$ cat config.mk
export PLATFORM = sky130hd
export DESIGN_NAME = decimal_id_parser_flat
export DESIGN_NICKNAME = d
export VERILOG_FILES = /design/src/rtl/core/dip_pkg.sv /design/src/rtl/core/dip_req_if.sv /design/src/rtl/core/dip_rsp_if.sv /design/src/rtl/core/dip_csr_if.sv /design/src/rtl/core/dip_char_step.sv /design/src/rtl/core/decimal_id_parser.sv /design/src/flat_wrapper.sv
export SDC_FILE = /design/constraint.sdc
export NUM_CORES = 1
export LEC_CHECK = 0
export BUFFER_PORTS_ARGS = -buffer_cell sky130_fd_sc_hd__buf_2
export CAP_MARGIN = 20
export CELL_PAD_IN_SITES_DETAIL_PLACEMENT = 0
export CELL_PAD_IN_SITES_GLOBAL_PLACEMENT = 1
export CORE_MARGIN = 4
export CORE_UTILIZATION = 51
export CTS_CLUSTER_DIAMETER = 120
export CTS_CLUSTER_SIZE = 14
export DETAILED_ROUTE_END_ITERATION = 7
export PLACE_DENSITY_LB_ADDON = 0.1
export SYNTH_ARGS = -nofsm -noshare
export SYNTH_HDL_FRONTEND = slang
export SYNTH_HIERARCHICAL = 1
export SYNTH_SLANG_ARGS = --single-unit
$ cat constraint.sdc
create_clock -name clock -period 11.2 [get_ports clock]
set_input_delay 1.68 -clock clock [delete_from_list [all_inputs] [get_ports clock]]
set_output_delay 1.68 -clock clock [all_outputs]
set_load 0.005 [all_outputs]
$ cat src/rtl/core/dip_pkg.sv
package dip_pkg;

   // Field and register widths
   localparam int CHAR_W      = 8;
   localparam int COUNT_W     = 8;
   localparam int VALUE_W     = 64;
   localparam int CODE_W      = 3;
   localparam int CSR_INDEX_W = 8;
   localparam int CSR_DATA_W  = 8;

   // Register indexes
   localparam logic [CSR_INDEX_W-1:0] REG_BUFFER_SIZE = 8'd0;
   localparam logic [CSR_INDEX_W-1:0] REG_NEG_ENABLE  = 8'd1;

   localparam logic [COUNT_W-1:0] BUFFER_SIZE_RESET = 8'd21;
   localparam logic [COUNT_W-1:0] COUNT_MAX         = 8'd255;

   // Character codes
   localparam logic [CHAR_W-1:0] CHAR_ZERO  = 8'h30;
   localparam logic [CHAR_W-1:0] CHAR_NINE  = 8'h39;
   localparam logic [CHAR_W-1:0] CHAR_MINUS = 8'h2D;

   // Largest magnitude that can still take another digit
   localparam logic [VALUE_W-1:0] LIMIT_DIV10 = 64'd922337203685477580;
   localparam logic [VALUE_W-1:0] MIN_PATTERN = 64'h8000_0000_0000_0000;

   // Error codes
   localparam logic [CODE_W-1:0] ERR_NONE        = 3'd0;
   localparam logic [CODE_W-1:0] ERR_TOO_LONG    = 3'd1;
   localparam logic [CODE_W-1:0] ERR_SIGN        = 3'd2;
   localparam logic [CODE_W-1:0] ERR_LEAD_ZERO   = 3'd3;
   localparam logic [CODE_W-1:0] ERR_NON_DIGIT   = 3'd4;
   localparam logic [CODE_W-1:0] ERR_OUT_OF_RANGE = 3'd5;

   // Per-identifier parse state; nacc tracks the negated magnitude
   typedef struct packed {
      logic [COUNT_W-1:0] count;
      logic               negative;
      logic [VALUE_W-1:0] acc;
      logic [VALUE_W-1:0] nacc;
      logic               sign_fault;
      logic               zero_lead;
      logic               bad_char;
      logic               range_fault;
      logic               at_minimum;
   } dip_state_type;

   typedef struct packed {
      logic               accepted;
      logic [VALUE_W-1:0] value;
      logic [CODE_W-1:0]  code;
   } dip_result_type;

   localparam dip_state_type STATE_CLEAR = '0;

endpackage

$ cat src/rtl/core/dip_req_if.sv
interface dip_req_if;
   import dip_pkg::*;

   logic              valid;
   logic              ready;
   logic [CHAR_W-1:0] char_code;
   logic              is_last;

   modport source (output valid, output char_code, output is_last, input ready);
   modport sink   (input valid, input char_code, input is_last, output ready);
endinterface

$ cat src/rtl/core/dip_rsp_if.sv
interface dip_rsp_if;
   import dip_pkg::*;

   logic                      valid;
   logic                      ready;
   logic                      accepted;
   logic signed [VALUE_W-1:0] id_value;
   logic [CODE_W-1:0]         error_code;

   modport source (output valid, output accepted, output id_value, output error_code,
                   input ready);
   modport sink   (input valid, input accepted, input id_value, input error_code,
                   output ready);
endinterface

$ cat src/rtl/core/dip_csr_if.sv
interface dip_csr_if;
   import dip_pkg::*;

   logic                   valid;
   logic                   ready;
   logic [CSR_INDEX_W-1:0] index;
   logic [CSR_DATA_W-1:0]  wdata;

   modport source (output valid, output index, output wdata, input ready);
   modport sink   (input valid, input index, input wdata, output ready);
endinterface

$ cat src/rtl/core/dip_char_step.sv
module dip_char_step (
   input  dip_pkg::dip_state_type        cur,
   input  logic [dip_pkg::CHAR_W-1:0]    char_code,
   input  logic [dip_pkg::COUNT_W-1:0]   buffer_size,
   input  logic                          neg_enable,
   output dip_pkg::dip_state_type        nxt,
   output dip_pkg::dip_result_type       result
);
   import dip_pkg::*;

   logic [CHAR_W-1:0]  digit_full;
   logic [3:0]         digit;
   logic               is_dash;
   logic               is_digit;
   logic               is_start;
   logic               over_limit;
   logic [VALUE_W-1:0] acc_times_ten;
   logic [VALUE_W-1:0] nacc_times_ten;

   assign digit_full = char_code - CHAR_ZERO;
   assign digit      = digit_full[3:0];
   assign is_dash    = (cur.count == '0) && (char_code == CHAR_MINUS);
   assign is_digit   = (char_code >= CHAR_ZERO) && (char_code <= CHAR_NINE);
   assign is_start   = (cur.count == '0) || ((cur.count == 8'd1) && cur.negative);

   // x*10 as shift-and-add
   assign acc_times_ten  = {cur.acc[VALUE_W-4:0], 3'b000} + {cur.acc[VALUE_W-2:0], 1'b0};
   assign nacc_times_ten = {cur.nacc[VALUE_W-4:0], 3'b000} + {cur.nacc[VALUE_W-2:0], 1'b0};

   assign over_limit = (cur.acc > LIMIT_DIV10) || ((cur.acc == LIMIT_DIV10) && digit[3]);

   // Next state for one character
   always_comb begin
      nxt = cur;
      if (cur.count != COUNT_MAX) begin
         nxt.count = cur.count + 8'd1;
      end
      if (is_dash) begin
         nxt.negative = 1'b1;
         if (!neg_enable) begin
            nxt.sign_fault = 1'b1;
         end
      end else begin
         if (is_start && (char_code == CHAR_ZERO)) begin
            nxt.zero_lead = 1'b1;
         end
         if (!is_digit) begin
            nxt.bad_char = 1'b1;
         end else begin
            priority if (cur.range_fault) begin
               nxt.range_fault = 1'b1;
            end else if (cur.at_minimum) begin
               nxt.range_fault = 1'b1;
            end else if (over_limit) begin
               // only -9223372036854775808 survives the limit
               if (cur.negative && (cur.acc == LIMIT_DIV10) && (digit == 4'd8)) begin
                  nxt.at_minimum = 1'b1;
               end else begin
                  nxt.range_fault = 1'b1;
               end
            end else begin
               nxt.acc  = acc_times_ten + {{(VALUE_W-4){1'b0}}, digit};
               nxt.nacc = nacc_times_ten - {{(VALUE_W-4){1'b0}}, digit};
            end
         end
      end
   end

   // Verdict, valid only on the final character
   always_comb begin
      priority if (nxt.count >= buffer_size) begin
         result.code = ERR_TOO_LONG;
      end else if (nxt.sign_fault || (nxt.negative && (nxt.count < 8'd2))) begin
         result.code = ERR_SIGN;
      end else if (nxt.zero_lead) begin
         result.code = ERR_LEAD_ZERO;
      end else if (nxt.bad_char) begin
         result.code = ERR_NON_DIGIT;
      end else if (nxt.range_fault) begin
         result.code = ERR_OUT_OF_RANGE;
      end else begin
         result.code = ERR_NONE;
      end
      result.accepted = (result.code == ERR_NONE);
      priority if (!result.accepted) begin
         result.value = '0;
      end else if (nxt.at_minimum) begin
         result.value = MIN_PATTERN;
      end else if (nxt.negative) begin
         result.value = nxt.nacc;
      end else begin
         result.value = nxt.acc;
      end
   end

endmodule

$ cat src/rtl/core/decimal_id_parser.sv
// Decimal identifier parser: one text byte per word, verdict on the final byte.
// An accepted final byte passes the input register, then the result register, to rsp_ch.
// Throughput: one byte per cycle while rsp_ch does not stall, set by the single multiply-by-ten-add stage.
// Reset (synchronous, active high) empties both stages, clears the parse state
// and loads buffer_size 21 and neg_enable 0.
module decimal_id_parser (
   input logic clock,
   input logic reset,
   dip_req_if.sink   req_ch,
   dip_rsp_if.source rsp_ch,
   dip_csr_if.sink   csr_ch
);
   import dip_pkg::*;

   logic [COUNT_W-1:0] buffer_size_ff, buffer_size_in;
   logic               allow_neg_ff, allow_neg_in;

   logic               s1_valid_ff, s1_valid_in;
   logic [CHAR_W-1:0]  s1_char_ff, s1_char_in;
   logic               s1_last_ff, s1_last_in;

   dip_state_type      state_ff, state_in;
   dip_state_type      state_step;
   dip_result_type     result_step;

   logic               rsp_valid_ff, rsp_valid_in;
   dip_result_type     rsp_ff, rsp_in;

   logic               stall;
   logic               advance;

   // Config writes are always taken
   assign csr_ch.ready = 1'b1;

   always_comb begin
      buffer_size_in = buffer_size_ff;
      allow_neg_in   = allow_neg_ff;
      if (csr_ch.valid) begin
         if (csr_ch.index == REG_BUFFER_SIZE) begin
            buffer_size_in = csr_ch.wdata;
         end else if (csr_ch.index == REG_NEG_ENABLE) begin
            allow_neg_in = csr_ch.wdata[0];
         end
      end
   end

   // Pipeline flow control
   assign stall        = rsp_valid_ff && !rsp_ch.ready;
   assign advance      = s1_valid_ff && !stall;
   assign req_ch.ready = !s1_valid_ff || advance;

   // Input register
   always_comb begin
      s1_valid_in = s1_valid_ff && !advance;
      s1_char_in  = s1_char_ff;
      s1_last_in  = s1_last_ff;
      if (req_ch.valid && req_ch.ready) begin
         s1_valid_in = 1'b1;
         s1_char_in  = req_ch.char_code;
         s1_last_in  = req_ch.is_last;
      end
   end

   dip_char_step u_step (
      .cur         (state_ff),
      .char_code   (s1_char_ff),
      .buffer_size (buffer_size_ff),
      .neg_enable  (allow_neg_ff),
      .nxt         (state_step),
      .result      (result_step)
   );

   // Parse state and result register
   always_comb begin
      state_in     = state_ff;
      rsp_valid_in = rsp_valid_ff && !rsp_ch.ready;
      rsp_in       = rsp_ff;
      if (advance) begin
         if (s1_last_ff) begin
            state_in     = STATE_CLEAR;
            rsp_valid_in = 1'b1;
            rsp_in       = result_step;
         end else begin
            state_in = state_step;
         end
      end
   end

   always_ff @(posedge clock) begin
      if (reset) begin
         buffer_size_ff <= BUFFER_SIZE_RESET;
         allow_neg_ff   <= 1'b0;
         s1_valid_ff    <= 1'b0;
         state_ff       <= STATE_CLEAR;
         rsp_valid_ff   <= 1'b0;
      end else begin
         buffer_size_ff <= buffer_size_in;
         allow_neg_ff   <= allow_neg_in;
         s1_valid_ff    <= s1_valid_in;
         state_ff       <= state_in;
         rsp_valid_ff   <= rsp_valid_in;
      end
   end

   // Payload registers
   always_ff @(posedge clock) begin
      s1_char_ff <= s1_char_in;
      s1_last_ff <= s1_last_in;
      rsp_ff     <= rsp_in;
   end

   assign rsp_ch.valid      = rsp_valid_ff;
   assign rsp_ch.accepted   = rsp_ff.accepted;
   assign rsp_ch.id_value   = $signed(rsp_ff.value);
   assign rsp_ch.error_code = rsp_ff.code;

endmodule

$ cat src/flat_wrapper.sv
// flat-port wrapper written by rule: the top's interface ports become plain ports
module decimal_id_parser_flat import dip_pkg::*;
  (clock, reset, req_ch_valid, req_ch_char_code, req_ch_is_last, req_ch_ready, rsp_ch_valid, rsp_ch_accepted, rsp_ch_id_value, rsp_ch_error_code, rsp_ch_ready, csr_ch_valid, csr_ch_index, csr_ch_wdata, csr_ch_ready);
  dip_req_if req_ch_i ();
  dip_rsp_if rsp_ch_i ();
  dip_csr_if csr_ch_i ();
  input logic clock;
  input logic reset;
  input wire logic [$bits(req_ch_i.valid)-1:0] req_ch_valid;
  input wire logic [$bits(req_ch_i.char_code)-1:0] req_ch_char_code;
  input wire logic [$bits(req_ch_i.is_last)-1:0] req_ch_is_last;
  output wire logic [$bits(req_ch_i.ready)-1:0] req_ch_ready;
  output wire logic [$bits(rsp_ch_i.valid)-1:0] rsp_ch_valid;
  output wire logic [$bits(rsp_ch_i.accepted)-1:0] rsp_ch_accepted;
  output wire logic [$bits(rsp_ch_i.id_value)-1:0] rsp_ch_id_value;
  output wire logic [$bits(rsp_ch_i.error_code)-1:0] rsp_ch_error_code;
  input wire logic [$bits(rsp_ch_i.ready)-1:0] rsp_ch_ready;
  input wire logic [$bits(csr_ch_i.valid)-1:0] csr_ch_valid;
  input wire logic [$bits(csr_ch_i.index)-1:0] csr_ch_index;
  input wire logic [$bits(csr_ch_i.wdata)-1:0] csr_ch_wdata;
  output wire logic [$bits(csr_ch_i.ready)-1:0] csr_ch_ready;
  assign req_ch_i.valid = req_ch_valid;
  assign req_ch_i.char_code = req_ch_char_code;
  assign req_ch_i.is_last = req_ch_is_last;
  assign req_ch_ready = req_ch_i.ready;
  assign rsp_ch_valid = rsp_ch_i.valid;
  assign rsp_ch_accepted = rsp_ch_i.accepted;
  assign rsp_ch_id_value = rsp_ch_i.id_value;
  assign rsp_ch_error_code = rsp_ch_i.error_code;
  assign rsp_ch_i.ready = rsp_ch_ready;
  assign csr_ch_i.valid = csr_ch_valid;
  assign csr_ch_i.index = csr_ch_index;
  assign csr_ch_i.wdata = csr_ch_wdata;
  assign csr_ch_ready = csr_ch_i.ready;
  decimal_id_parser u_core (.clock(clock), .reset(reset), .req_ch(req_ch_i), .rsp_ch(rsp_ch_i), .csr_ch(csr_ch_i));
endmodule
==> out/metrics.cfg <==
[sta]
tightest_slew_ps=1060
setup_viol=0
max_slew_margin=0.293
fin_crit_sh=0.484
finalCriticalPeriod_ps=5420
fin_tns_setup_ps=0
worst_clock_skew_ps=19.7
hold_violations=0
slew_viol_final=0
hold_ws_ps=475
grt_setup_unrepaired=no
fmax_mhz=184

[cts]
cts_buffers=20
root_buffer=clkbuf_16
postCtsHoldBufs=0
clk_path_buf_depth=3
htree_levels=1
clkSinkCount=230
clkTransAtPathRegs_ps=70
clk_latency_ps=540
cts_tree=done
postCtsSetupBuffers=0
cts_resized=0

[drt]
drt-initial-drc-count=2167
drcViolationCount=0
ant_nets=0
vias=21200
wirelength_um=73500
via_per_inst=6.31
wl_per_cell_um=21.8
firstDrtPassIters=5

[placement]
place_hpwl_um=52100
port_buffers=99
place_inst=3332
place.gp.congestion=0.948

[yosys]
synth_edf_count=77
yosys-top-cells-area=ha_1, dfxtp_1, edfxtp_1, a21oi_1, o21ai_0
avgSynthCellArea_um2=7.59
synth-seq-cells=230
async_flop_share=0
ys_seq_area_frac=0.247
ys_types=80
netlist.top_cell.by_area=ha_1
synth_commonest_cells=a21oi_1, nand2_1, o21ai_0, ha_1, inv_1
synth_top_area_frac=0.147
ys.flop_type=dfxtp_1
synthesis.nets=3159
syn_area_um2=21800
yosys.cell_count.top_type=a21oi_1
synthCells=2869
yosysWarnings=6

[worst_hold_path]
hold_path.class=register to register

[critical_path]
path_cells=inv_1, fa_1, ha_1, o21ai_0, nor4_2, or3b_2, a21oi_1, o21ai_1, a22oi_1, o31ai_1, o211a_1, o21a_1, or4_1, a31oi_1
path_delay_family=compound AO/OA/AOI/OAI gates
crit_buf_inv=1
start_kind=register
crit_path_max_fanout=7
cp_slowest_cell=a21oi_1
slowest_delay_ps=560
cp.arrival_ps=5800
critPathCaptureType=register
crit_type=register to register
cp_data_required_time_ps=11580

[die]
die-area_um2=46100
start_util=0.518
fp.dieH_um=215
core_um2=42000
fp-row-count=75
io_pins=101
die_w_um=215

[final_layout]
syn_to_final_growth_pct=5.76
drive_gt1_frac=0.0696
nNetsFinal=3106
fill_cells=4072
antenna_cells=0
instances_no_fill=3369

[power]
vdd_drop_max_v=0.000114
powerDensity_nw_per_um2=82.5
p_leak_nw=9.77

[grt]
grt_pass1_wl_um=115000
overflow=0
grt_pass1_vias=20000
grt_antenna_before_repair=0
grt_usage=0.303
grt_max_degree=145

[flow_run]
max_cap_violations=0

[status]
status=completed

routing by layer:
layer	wire, µm	part of all wire	up-vias	global-route usage
li1	-	-	10200	-
met1	34800	0.47	10200	0.457
met2	31500	0.43	769	0.454
met3	5790	0.079	76	0.0492
met4	1470	0.020	0	0.0670
met5	0	0	-	0
worst register-to-register path, cell delays in order (launching register included):
cell	delay (ps)
edfxtp_1	480
inv_1	220
fa_1	450
ha_1	350
o21ai_0	300
nor4_2	170
or3b_2	480
a21oi_1	560
o21ai_1	260
a22oi_1	500
o31ai_1	320
o211a_1	310
o21a_1	190
or4_1	520
a31oi_1	170
kinds of logic (layout without fill, tap and decap cells):
| logic type | Yosys count | after routing | share of synthesized area |
|---|---|---|---|
| XOR/XNOR | 113 | 113 | 0.0454 |
| adder cells (fa/ha/maj) | 260 | 260 | 0.151 |
| AND/OR/NAND/NOR | 859 | 859 | 0.214 |
| flip-flops | 230 | 230 | 0.247 |
| multiplexers | 22 | 22 | 0.0106 |
| buffers and inverters | 443 | 404 | 0.0784 |
| AO/OA/AOI/OAI | 941 | 941 | 0.254 |
| other | 1 | 1 | 0.000172 |
final timing paths:
kind,from,to,slack (ps),depth (start not counted)
worst max-delay path,u_core/s1_char_ff[3],u_core/rsp_ch.id_value[62],5780,14
worst max register to register,u_core/s1_char_ff[3],u_core/rsp_ch.id_value[62],5780,14
worst min-delay path,u_core/buffer_size_ff[6],u_core/buffer_size_ff[6],480,2
worst min register to register,u_core/buffer_size_ff[6],u_core/buffer_size_ff[6],480,2
cells in the final DEF (no fill, tap or decap), drive strengths merged, types with 48 or more instances in the layout:
cell type / count
a21oi: 338
a21o: 74
nand2: 315
nor2: 127
ha: 256
o21ai: 315
inv: 247
nand4: 50
dfxtp: 153
nor3: 48
edfxtp: 77
buf: 122
xnor2: 66
nand4b: 143
final cells by class:
type / count / area [µm²] / share of cell area
timing repair buffer: 122 / 703 / 0.0305
sequential: 230 / 5380 / 0.234
inverter: 246 / 926 / 0.0402
tap: 539 / 674 / 0.0293
clock buffer: 35 / 578 / 0.0251
clock inverter: 1 / 8.76 / 0.000380
multi-input combinational: 2196 / 14800 / 0.641
stage by stage:
| step | setup WS, ps | utilization | area, µm² | power [mW] |
|---|---|---|---|---|
| 2_1_floorplan | 6710 | - | 21800 | 1.11 |
| 3_3_place_gp | 5750 | 0.533 | 22400 | 1.21 |
| 3_5_place_dp | 5750 | 0.533 | 22400 | 1.21 |
| 4_1_cts | 5730 | 0.547 | 23000 | 1.90 |
| 5_1_grt | 5570 | 0.548 | 23000 | 1.97 |
| 6_report | 5780 | 0.548 | 23000 | 1.90 |
sequential cells by signal, summed over array words and instances (netlist names):
register and flops:
u_core/state_ff 142, u_core/rsp_ch.id_value 64, u_core/buffer_size_ff 8, u_core/s1_char_ff 8
u_core/rsp_ch.error_code 3, u_core/allow_neg_ff 1, u_core/rsp_ch.accepted 1, u_core/rsp_ch.valid 1
u_core/s1_last_ff 1, u_core/s1_valid_ff 1
power breakdown:
group          switching, mW  internal, mW
sequential            0.0114         0.872
combinational          0.211         0.109
clock                  0.345         0.351
(Power assumes the default switching activity.)
